[src/rtl/core/amrpu_pkg.sv]
// Package for the address match ROM patch unit.
// Holds the shared constants, the action codes and the structs between modules.
// Depends on nothing.
`default_nettype none

package amrpu_pkg;

    localparam int NUM_ENTRIES = 5;
    localparam int ENTRY_IDX_W = 3;
    localparam int ADDR_W = 22;
    localparam int ENTRY_ADDR_W = 24;
    localparam int WORD_W = 16;
    localparam int ROM_IDX_W = 21;
    localparam int SLOT_W = 4;

    localparam logic [ADDR_W-1:0] UNLOCK_ADDR = 22'h000002;
    localparam logic [WORD_W-1:0] UNLOCK_WORD = 16'h0001;
    localparam logic [ADDR_W-1:0] WIN_LOW = 22'h000004;
    localparam logic [ADDR_W-1:0] WIN_HIGH = 22'h000020;

    typedef enum logic [2:0] {
        ACT_PATCHED = 3'd0,
        ACT_READ_FWD = 3'd1,
        ACT_ROM_READ = 3'd2,
        ACT_WRITE_FWD = 3'd3,
        ACT_WRITE_ABS = 3'd4
    } action_t;

    typedef enum logic [1:0] {
        PART_ADDR_HIGH = 2'd0,
        PART_ADDR_LOW = 2'd1,
        PART_DATA = 2'd2
    } part_t;

    typedef struct packed {
        logic op;
        logic upper_lane;
        logic lower_lane;
        logic [ADDR_W-1:0] bus_address;
        logic [WORD_W-1:0] write_word;
    } req_t;

    typedef struct packed {
        logic en;
        logic [ENTRY_IDX_W-1:0] entry;
        part_t part;
        logic [WORD_W-1:0] word;
    } load_t;

    typedef struct packed {
        logic hit;
        logic [WORD_W-1:0] data;
    } match_t;

endpackage

`default_nettype wire

[src/rtl/core/amrpu_input_stage.sv]
// Input register of the address match ROM patch unit.
// Captures one request transaction and holds it until the result stage takes it.
// Depends on amrpu_pkg.
`default_nettype none

module amrpu_input_stage (
    input  wire logic           clk,
    input  wire logic           rst_n,
    input  wire logic           in_valid,
    output logic                in_ready,
    input  wire amrpu_pkg::req_t req_in,
    input  wire logic           advance,
    output logic                s1_valid,
    output amrpu_pkg::req_t     s1_req
);

    logic s1_valid_reg;
    logic s1_valid_next;
    amrpu_pkg::req_t req_reg;

    assign in_ready = !s1_valid_reg || advance;
    assign s1_valid = s1_valid_reg;
    assign s1_req = req_reg;

    always_comb
    begin
        s1_valid_next = s1_valid_reg;
        if (in_valid && in_ready)
        begin
            s1_valid_next = 1'b1;
        end
        else if (advance)
        begin
            s1_valid_next = 1'b0;
        end
    end

    always_ff @(posedge clk or negedge rst_n)
    begin
        if (!rst_n)
        begin
            s1_valid_reg <= 1'b0;
        end
        else
        begin
            s1_valid_reg <= s1_valid_next;
        end
    end

    always_ff @(posedge clk)
    begin
        if (in_valid && in_ready)
        begin
            req_reg <= req_in;
        end
    end

endmodule

`default_nettype wire

[src/rtl/core/amrpu_patch_table.sv]
// Patch entry table of the address match ROM patch unit.
// Stores the entries, loads their parts and finds the lowest matching valid entry.
// Depends on amrpu_pkg.
`default_nettype none

module amrpu_patch_table (
    input  wire logic                               clk,
    input  wire logic                               rst_n,
    input  wire amrpu_pkg::load_t                   load,
    input  wire logic [amrpu_pkg::ADDR_W-1:0]       lookup_address,
    output amrpu_pkg::match_t                       match
);

    logic [amrpu_pkg::NUM_ENTRIES-1:0] entry_valid_reg;
    logic [amrpu_pkg::ENTRY_ADDR_W-1:0] entry_address_reg [amrpu_pkg::NUM_ENTRIES];
    logic [amrpu_pkg::WORD_W-1:0] entry_data_reg [amrpu_pkg::NUM_ENTRIES];
    logic [amrpu_pkg::NUM_ENTRIES-1:0] hit_vec;
    logic [amrpu_pkg::ENTRY_ADDR_W-1:0] wide_address;

    assign wide_address = {{(amrpu_pkg::ENTRY_ADDR_W - amrpu_pkg::ADDR_W){1'b0}},
                           lookup_address};

    always_comb
    begin
        for (int i = 0; i < amrpu_pkg::NUM_ENTRIES; i++)
        begin
            hit_vec[i] = entry_valid_reg[i] && (entry_address_reg[i] == wide_address);
        end
    end

    // The lowest-numbered matching entry wins.
    always_comb
    begin
        match.hit = 1'b0;
        match.data = '0;
        for (int i = amrpu_pkg::NUM_ENTRIES - 1; i >= 0; i--)
        begin
            if (hit_vec[i])
            begin
                match.hit = 1'b1;
                match.data = entry_data_reg[i];
            end
        end
    end

    always_ff @(posedge clk or negedge rst_n)
    begin
        if (!rst_n)
        begin
            entry_valid_reg <= '0;
            for (int i = 0; i < amrpu_pkg::NUM_ENTRIES; i++)
            begin
                entry_address_reg[i] <= '0;
                entry_data_reg[i] <= '0;
            end
        end
        else
        begin
            for (int i = 0; i < amrpu_pkg::NUM_ENTRIES; i++)
            begin
                if (load.en && (load.entry == i[amrpu_pkg::ENTRY_IDX_W-1:0]))
                begin
                    case (load.part)
                        amrpu_pkg::PART_ADDR_HIGH:
                        begin
                            entry_address_reg[i][23:16] <= load.word[7:0];
                        end
                        amrpu_pkg::PART_ADDR_LOW:
                        begin
                            entry_address_reg[i][15:0] <= load.word;
                        end
                        amrpu_pkg::PART_DATA:
                        begin
                            entry_data_reg[i] <= load.word;
                            entry_valid_reg[i] <= 1'b1;
                        end
                        default:
                        begin
                        end
                    endcase
                end
            end
        end
    end

endmodule

`default_nettype wire

[src/rtl/core/address_match_rom_patch_unit.sv]
// Path: a request is held in the input register, then its result in the result register.
// Throughput: one transaction per cycle unless out_ready stalls the single result stage.
// Reset: locked, all entries invalid, no cartridge, both stages empty.
// Top level of the address match ROM patch unit with decision and result register.
// Depends on amrpu_pkg, amrpu_input_stage and amrpu_patch_table.
`default_nettype none

module address_match_rom_patch_unit (
    input  wire logic                                clk,
    input  wire logic                                rst_n,
    input  wire logic                                cfg_write_enable,
    input  wire logic                                cfg_write_data,
    input  wire logic                                in_valid,
    output logic                                     in_ready,
    input  wire logic                                op,
    input  wire logic                                upper_lane,
    input  wire logic                                lower_lane,
    input  wire logic [amrpu_pkg::ADDR_W-1:0]        bus_address,
    input  wire logic [amrpu_pkg::WORD_W-1:0]        write_word,
    output logic                                     out_valid,
    input  wire logic                                out_ready,
    output logic [2:0]                               action,
    output logic [amrpu_pkg::WORD_W-1:0]             read_word,
    output logic [amrpu_pkg::ROM_IDX_W-1:0]          rom_word_index
);

    amrpu_pkg::req_t req_in;
    amrpu_pkg::req_t s1_req;
    amrpu_pkg::load_t load;
    amrpu_pkg::match_t match;
    logic s1_valid;
    logic advance;
    logic cart_reg;
    logic unlocked_reg;
    logic unlocked_next;
    logic out_valid_reg;
    logic out_valid_next;
    amrpu_pkg::action_t action_reg;
    amrpu_pkg::action_t action_next;
    logic [amrpu_pkg::WORD_W-1:0] read_word_reg;
    logic [amrpu_pkg::WORD_W-1:0] read_word_next;
    logic [amrpu_pkg::ROM_IDX_W-1:0] rom_index_reg;
    logic [amrpu_pkg::ROM_IDX_W-1:0] rom_index_next;
    logic in_window;
    logic [4:0] win_offset;
    logic [amrpu_pkg::SLOT_W-1:0] slot;
    logic [7:0] slot_scaled;
    logic [amrpu_pkg::ENTRY_IDX_W-1:0] which;
    logic [amrpu_pkg::SLOT_W-1:0] part_raw;

    assign req_in.op = op;
    assign req_in.upper_lane = upper_lane;
    assign req_in.lower_lane = lower_lane;
    assign req_in.bus_address = bus_address;
    assign req_in.write_word = write_word;

    assign advance = s1_valid && (!out_valid_reg || out_ready);

    amrpu_input_stage u_input_stage (
        .clk      (clk),
        .rst_n    (rst_n),
        .in_valid (in_valid),
        .in_ready (in_ready),
        .req_in   (req_in),
        .advance  (advance),
        .s1_valid (s1_valid),
        .s1_req   (s1_req)
    );

    amrpu_patch_table u_patch_table (
        .clk            (clk),
        .rst_n          (rst_n),
        .load           (load),
        .lookup_address (s1_req.bus_address),
        .match          (match)
    );

    // Entry window decode: slot is the word offset, split into entry and part.
    assign in_window = (s1_req.bus_address >= amrpu_pkg::WIN_LOW)
                    && (s1_req.bus_address <= amrpu_pkg::WIN_HIGH);
    assign win_offset = s1_req.bus_address[4:0] - amrpu_pkg::WIN_LOW[4:0];
    assign slot = win_offset[4:1];
    assign slot_scaled = {4'd0, slot} * 8'd11;
    assign which = slot_scaled[7:5];
    assign part_raw = slot - ({1'b0, which} * 4'd3);

    always_comb
    begin
        action_next = amrpu_pkg::ACT_ROM_READ;
        read_word_next = '0;
        rom_index_next = '0;
        unlocked_next = unlocked_reg;
        load.en = 1'b0;
        load.entry = which;
        load.part = amrpu_pkg::part_t'(part_raw[1:0]);
        load.word = s1_req.write_word;
        if (!s1_req.op)
        begin
            if (unlocked_reg && match.hit)
            begin
                action_next = amrpu_pkg::ACT_PATCHED;
                read_word_next = match.data;
            end
            else if (unlocked_reg && cart_reg)
            begin
                action_next = amrpu_pkg::ACT_READ_FWD;
            end
            else
            begin
                rom_index_next = s1_req.bus_address[amrpu_pkg::ADDR_W-1:1];
            end
        end
        else if (unlocked_reg && cart_reg)
        begin
            action_next = amrpu_pkg::ACT_WRITE_FWD;
        end
        else
        begin
            action_next = amrpu_pkg::ACT_WRITE_ABS;
            if ((s1_req.bus_address == amrpu_pkg::UNLOCK_ADDR)
                && (s1_req.write_word == amrpu_pkg::UNLOCK_WORD))
            begin
                unlocked_next = advance;
            end
            load.en = advance && in_window && s1_req.upper_lane && s1_req.lower_lane
                   && ({1'b0, which} < 4'(amrpu_pkg::NUM_ENTRIES));
        end
        if (!advance)
        begin
            unlocked_next = unlocked_reg;
        end
    end

    always_comb
    begin
        out_valid_next = out_valid_reg;
        if (advance)
        begin
            out_valid_next = 1'b1;
        end
        else if (out_ready)
        begin
            out_valid_next = 1'b0;
        end
    end

    always_ff @(posedge clk or negedge rst_n)
    begin
        if (!rst_n)
        begin
            cart_reg <= 1'b0;
            unlocked_reg <= 1'b0;
            out_valid_reg <= 1'b0;
        end
        else
        begin
            if (cfg_write_enable)
            begin
                cart_reg <= cfg_write_data;
            end
            unlocked_reg <= unlocked_next;
            out_valid_reg <= out_valid_next;
        end
    end

    always_ff @(posedge clk)
    begin
        if (advance)
        begin
            action_reg <= action_next;
            read_word_reg <= read_word_next;
            rom_index_reg <= rom_index_next;
        end
    end

    assign out_valid = out_valid_reg;
    assign action = action_reg;
    assign read_word = read_word_reg;
    assign rom_word_index = rom_index_reg;

endmodule

`default_nettype wire
[config.mk]
export PLATFORM = sky130hd
export DESIGN_NAME = address_match_rom_patch_unit
export DESIGN_NICKNAME = d
export VERILOG_FILES = /design/src/rtl/core/amrpu_pkg.sv /design/src/rtl/core/amrpu_input_stage.sv /design/src/rtl/core/amrpu_patch_table.sv /design/src/rtl/core/address_match_rom_patch_unit.sv
export SDC_FILE = /design/constraint.sdc
export NUM_CORES = 1
export LEC_CHECK = 0
export ABC_AREA = 0
export BUFFER_PORTS_ARGS = -buffer_cell sky130_fd_sc_hd__buf_2
export CORE_ASPECT_RATIO = 1.1
export CORE_MARGIN = 3
export CORE_UTILIZATION = 50
export CTS_CLUSTER_DIAMETER = 120
export DETAILED_ROUTE_END_ITERATION = 10
export GPL_ROUTABILITY_DRIVEN = 1
export PLACE_DENSITY = 0.68
export SLEW_MARGIN = 5
export SYNTH_ARGS = -nofsm -noshare
export SYNTH_HDL_FRONTEND = slang
export SYNTH_SLANG_ARGS = --single-unit
[constraint.sdc]
create_clock -name clk -period 7.7 [get_ports clk]
set_input_delay 1.155 -clock clk [delete_from_list [all_inputs] [get_ports clk]]
set_output_delay 1.155 -clock clk [all_outputs]
set_load 0.05 [all_outputs]
==> impl_results.md, run 1 <==
* Post-detailed-route wirelength per cell at 24.14 um
* Number of vias per cell at 5.923
* Post-layout min period at 5.986 ns
* GR Layer Usage met2 at 38.03%
* IO Port Bufs at 88
* Initial antenna violation count at 0
* Crit path required time at 8.13 ns
* Maximum vdd drop at 0.0001435 V
* Slew margin rel. at 18.01%
* Area after DPL at 0.01454 mm2
* Max FFs per register at 120
* TritonCTS clock tree: done
* Hold Path Depth at 1
* Yosys top cell by area: dfrtp_1
* Final net count at 1149
* Largest net degree at the start of global routing at 97
* Synthesized area at 0.01391 mm2
* Slew Limit Fails at 0
* Top cells by area, synth: dfrtp_1, edfxtp_1, mux2_2
* RSZ-0062 raised after global routing: no
* Hold WS at 0.4678 ns
* # fillers at 2250
* Post-route ant nets at 0
* Commonest cells after routing, fill and taps aside: dfrtp_1, mux2_2, xor2_1
* Max Freq at 0.1671 GHz
* Worst reg2reg path endpoint: u_patch_table.entry_address_reg[15]
* Share of synthesized registers carrying an async set or reset at 72.07%
* First-pass GRT wire length at 54460 um
* Synth Instances at 1020
* Ys flop type: dfrtp_1
* Int Power at 2.673 mW
* Design area at 0.01562 mm2
* Critical-path cell list: inv_1 -> ha_1 -> inv_1 -> ha_1 -> ha_1 -> ha_1 -> and4b_1 -> o21ai_2 -> a21boi_1 -> o21a_2 -> or2_2 -> ha_1 -> xnor2_2 -> xor2_1 -> nand2_4 -> or3b_1 -> mux2_4
* Met3 Track Usage GR at 3.738%
* DR pass1 iterations at 5
* Routability cong. at 0.8383
* Worst slew pin tran at 1.230 ns
* Maximum fanout along the worst path at 16
* Starting DRT DRC Count at 744
* Comb pwr share at 10.6%
* # clock sinks at 290
* Post-synth cell types at 61
* Syn_nets at 1086
* Critical Path End Type: flop
* Flop pwr share at 46.4%
* Static Leak at 7.066 nW
* DP Cell Count at 1407
* Slowest-stage cell, CP: or3b_1
* Worst Hold Path EP: u_patch_table.entry_valid_reg[3]
* Worst R2R Setup Slack at 1.71 ns
* Synth-to-layout area growth at 12.31%
* Number of global-route vias before repair at 8873
* Worst path arrival time at 6.42 ns
* Synth Register Bits at 290
* Hold Crit Class: flop to flop
* Register area share after synthesis at 55.08%
* Final setup skew at 0.01012 ns
* Total track usage at 24.02%
* Worst R2R Path Depth at 17
* Final core area utilization at 57.45%
* Commonest non-fill, non-tap cell in the layout: dfrtp_1
* Core area at 0.02719 mm2
* Worst setup SP type: flop
* Place WS at 1.692 ns
* Pwr dens at 232.5 mW/mm2
* CTS Buf Count at 31
* Via Count at 8677
* Max incr delay on CP at 0.79 ns
* Area share of the largest cell type after synthesis at 37.60%
* Setup Viol. Count Final at 0
* Wirelength, routed at 35360 um
* Post-cts hold buffer count at 0
* Reg area at 0.007662 mm2
* H-Tree Depth at 1
* Die X at 165.0 um
* Final Worst Setup Slack at 1.714 ns
* Worst path most repeated cell: ha_1
* Switching Share at 26.43%
* Syn_area_per_cell at 13.64 um2
* Total of max-cap violations at 0
* Setup_tns at 0 ns
* Number of synthesized flops with an enable pin at 81
* # DRC at 0
* Hold_sp: u_patch_table.entry_valid_reg[3]
* Post-CTS Setup Repair Bufs at 0
* Status: finished clean
* Setup CP Type: flop to flop
* Clk slew on worst S/H paths at 0.06 ns
* Die footprint at 0.02986 mm2
* Clk network pwr share at 43.0%
* Chip Height at 180.9 um
* Final Hold Fails at 0
* Multi-input gate area at 0.005798 mm2
* Starting Density at 51.15%
* GRT busiest layer: met2
* CTS resizes at 0
* Skew-Pair Late Insertion Delay at 0.55 ns
* YS warnings at 0
* Share of layout cells above drive strength 1 at 36.31%
* I/O pin count at 89
* Finished Layout Cells at 1465
* Final Cycle Share at 77.74%
* Global-route met1 utilization at 35.42%
* PnR Total Power at 3.633 mW
* Sw Pwr at 960.3 uW
* # rows at 63
* Final HPWL DP at 21650 um
* Clk root buf: clkbuf_16
* Clk buf depth at 3
* GRT overflow at 0
* Reg-to-reg startpoint: u_input_stage.s1_req[18]
-- layout make-up --
cell class	count	area share, %
antenna	1	0.01602
clock buffer	36	5.350
clock inverter	21	1.546
inverter	8	0.1922
multi-input combinational	643	37.11
sequential	290	49.04
tap	357	2.859
timing repair buffer	109	3.884
-- routing by layer --
metal / vias to the layer above / share of wire, %
li1: 3845 / -
met1: 4488 / 45
met2: 298 / 47
met3: 46 / 6.6
met4: 0 / 1.8
met5: - / 0
-- cells by family after synthesis --
kind of cell               after synthesis  share of synthesized area [%]
muxes                                  202                          17.42
DFF                                    290                          55.08
buffers and inverters                   87                          3.328
AOI/OAI and AO/OA                       97                          5.145
adders and majority gates               19                          1.709
xor gates and xnor gates               115                          7.348
and+or+nand+nor                        210                          9.966
-- cell usage after synthesis (16+ instances only) --
cell type / n
mux2_2: 157
a31oi_1: 16
clkbuf_1: 39
xor2_1: 100
buf_2: 22
a211oi_1: 17
a21boi_0: 17
dfrtp_1: 209
nand3_1: 52
o22ai_1: 18
o2111ai_1: 16
or3_1: 16
nor4_1: 25
mux2_4: 40
ha_1: 19
nand2_1: 30
edfxtp_1: 81
-- worst max-delay path by stage --
stage	startpoint	to	slack (ns)	cells after the start
3_5_place_dp	u_input_stage.s1_req[18]	u_patch_table.entry_address_reg[7]	1.69	17
3_3_place_gp	u_input_stage.s1_req[18]	u_patch_table.entry_address_reg[13]	1.89	17
4_1_cts	u_input_stage.s1_req[18]	u_patch_table.entry_address_reg[7]	1.68	17
2_1_floorplan	u_input_stage.s1_req[18]	u_patch_table.entry_address_reg[10]	2.52	21
5_1_grt	u_input_stage.s1_req[18]	u_patch_table.entry_address_reg[6]	1.39	17
6_report	u_input_stage.s1_req[18]	u_patch_table.entry_address_reg[15]	1.71	17
-- worst max-delay path: cells and delay by family, from the launching register on --
kind / cells / cell delay [ns]
adders and majority gates: 5 / 1.48
xor gates and xnor gates: 2 / 0.77
muxes: 1 / 0.44
and+or+nand+nor: 4 / 1.58
DFF: 1 / 0.63
buffers and inverters: 2 / 0.29
AOI/OAI and AO/OA: 3 / 0.65
-- power groups by stage --
stage / clock [mW] / sequential, mW / combinational [mW]
detailed placement: 0 / 1.71 / 0.385
global placement: 0 / 1.71 / 0.377
CTS: 1.59 / 1.68 / 0.388
finish: 1.56 / 1.69 / 0.385
floorplan: 0 / 1.72 / 0.253
global route: 1.66 / 1.69 / 0.418
Note: power is estimated with default switching activity, not from simulation.
==> run 2, diff against run 1 <==
- PLACE_DENSITY: 0.68 -> 0.7
- clock period: 7.7 -> 5.34 ns (I/O delays scaled with it)
==> impl_results.md, run 2 (synthesis gave the netlist of run 1 again) <==
* Routability cong. at 0.8387 (was 0.8383)
* Max Freq at 0.2051 GHz (was 0.1671 GHz)
* Critical Path End Type: flop (unchanged)
* Sw Pwr at 1.421 mW (was 960.3 uW)
* Die footprint at 0.02986 mm2 (unchanged)
* Final Hold Fails at 0 (unchanged)
* Number of global-route vias before repair at 9246 (was 8873)
* Starting Density at 51.15% (unchanged)
* Number of vias per cell at 5.853 (was 5.923)
* GRT overflow at 0 (unchanged)
* Final net count at 1168 (was 1149)
* Hold Crit Class: input pin to asynchronous set/reset pin (was flop to flop)
* Pwr dens at 336.9 mW/mm2 (was 232.5 mW/mm2)
* Commonest cells after routing, fill and taps aside: dfrtp_1, mux2_2, xor2_1 (unchanged)
* Crit path required time at 5.75 ns (was 8.13 ns)
* Setup Viol. Count Final at 0 (unchanged)
* Switching Share at 26.69% (was 26.43%)
* Max FFs per register at 120 (unchanged)
* TritonCTS clock tree: done (unchanged)
* Total track usage at 23.72% (was 24.02%)
* Commonest non-fill, non-tap cell in the layout: dfrtp_1 (unchanged)
* Post-cts hold buffer count at 0 (unchanged)
* Slew Limit Fails at 0 (unchanged)
* Flop pwr share at 45.5% (was 46.4%)
* Reg-to-reg startpoint: u_input_stage.s1_req[18] (unchanged)
* First-pass GRT wire length at 54240 um (was 54460 um)
* Worst path arrival time at 5.28 ns (was 6.42 ns)
* Static Leak at 7.170 nW (was 7.066 nW)
* Clk root buf: clkbuf_16 (unchanged)
* Comb pwr share at 10.7% (was 10.6%)
* RSZ-0062 raised after global routing: no (unchanged)
* CTS Buf Count at 34 (was 31)
* Core area at 0.02719 mm2 (unchanged)
* Int Power at 3.903 mW (was 2.673 mW)
* Initial antenna violation count at 1 (was 0)
* Post-layout min period at 4.875 ns (was 5.986 ns)
* Post-route ant nets at 0 (unchanged)
* Clk network pwr share at 43.8% (was 43.0%)
* Wirelength, routed at 34730 um (was 35360 um)
* Critical Path Start: u_input_stage.s1_req[18] (unchanged)
* Largest net degree at the start of global routing at 117 (was 97)
* DR pass1 iterations at 5 (unchanged)
* Clk slew on worst S/H paths at 0.06 ns (about the same)
* Setup CP Type: flop to flop (unchanged)
* Worst setup SP type: flop (unchanged)
* Maximum fanout along the worst path at 16 (unchanged)
* Chip Height at 180.9 um (unchanged)
* # clock sinks at 290 (unchanged)
* Die X at 165.0 um (unchanged)
* Share of layout cells above drive strength 1 at 37.23% (was 36.31%)
* Post-detailed-route wirelength per cell at 23.38 um (was 24.14 um)
* Worst slew pin tran at 1.133 ns (was 1.230 ns)
* Status: finished clean (unchanged)
* I/O pin count at 89 (unchanged)
* Hold WS at 0.4091 ns (was 0.4678 ns)
* Final core area utilization at 58.11% (was 57.45%)
* Total of max-cap violations at 0 (unchanged)
* DP Cell Count at 1423 (was 1407)
* H-Tree Depth at 2 (was 1)
* IO Port Bufs at 88 (unchanged)
* Slew margin rel. at 24.45% (was 18.01%)
* Skew-Pair Late Insertion Delay at 0.52 ns (was 0.55 ns)
* Final setup skew at 0.02743 ns (was 0.01012 ns)
* Final Cycle Share at 91.30% (was 77.74%)
* # rows at 63 (unchanged)
* Starting DRT DRC Count at 614 (was 744)
* # DRC at 0 (unchanged)
* Finished Layout Cells at 1485 (was 1465)
* Setup_tns at 0 ns (unchanged)
* Via Count at 8692 (was 8677)
* Ant diodes at 0 (was 1)
* Clk buf depth at 3 (unchanged)
* Synth-to-layout area growth at 13.60% (was 12.31%)
* Final HPWL DP at 21900 um (was 21650 um)
* Maximum vdd drop at 0.0002824 V (was 0.0001435 V)
run 2: final cells by class:
| class | instances | area (um2) |
|---|---|---|
| multi-input cells | 643 | 5803 |
| well taps | 357 | 446.7 |
| inverters | 8 | 30.03 |
| clock buffers | 44 | 939.7 |
| repair buffers | 125 | 726.9 |
| clock inverters | 18 | 193.9 |
| flip-flops and latches | 290 | 7662 |
| fillers | 2207 | 11390 |
run 2: power by group through the flow:
stage | logic, mW | registers [mW] | clock network, mW
after floorplan | 0.365 | 2.48 | 0
after CTS | 0.569 | 2.42 | 2.36
after detailed placement | 0.565 | 2.46 | 0
after global placement | 0.557 | 2.46 | 0
after global routing | 0.624 | 2.42 | 2.46
final | 0.572 | 2.42 | 2.33
run 2: per-stage QoR:
stage	cell area, um2	setup slack, ns	total power, mW
finish	15800	0.4647	5.323
global placement	14660	0.4418	3.018
detailed placement	14660	0.3059	3.024
floorplan	13910	0.1615	2.846
CTS	15800	0.2837	5.351
global route	15800	0.1766	5.509
run 2: timing repair:
item	4_1_cts	5_1_grt
gates resized for setup	0	1
setup buffers	0	0
endpoints found under the setup margin	0	10
run 2: worst max-delay path: stages, from the launching register on:
cell	delay, ns
edfxtp_1	0.39
inv_1	0.19
ha_1	0.27
inv_1	0.08
ha_1	0.23
ha_1	0.28
ha_1	0.26
and4b_1	0.20
o21ai_2	0.14
a21boi_1	0.11
o21a_2	0.21
or2_2	0.32
ha_1	0.31
xnor2_2	0.23
xor2_2	0.39
nand2_4	0.17
or3b_1	0.37
buf_4	0.24
mux2_4	0.33
run 2: path summary, 6_finish.rpt:
kind	endpoint	slack [ns]	cells after the start
worst max-delay path	u_patch_table.entry_address_reg[12]	0.46	18
worst min-delay path	u_patch_table.entry_data_reg[71]	0.41	1
worst max register to register	u_patch_table.entry_address_reg[12]	0.46	18
worst min register to register	u_patch_table.entry_valid_reg[3]	0.47	1
max in group asynchronous	u_patch_table.entry_address_reg[94]	3.68	2
min in group clk	u_input_stage.s1_req[37]	0.45	1
run 2: routing by layer:
metal | global-route usage, % | vias to the layer above | share of wire, %
li1 | - | 3880 | -
met1 | 33.59 | 4454 | 45
met2 | 37.77 | 280 | 47
met3 | 3.967 | 78 | 5.8
met4 | 6.879 | 0 | 2.8
met5 | 0 | - | 0
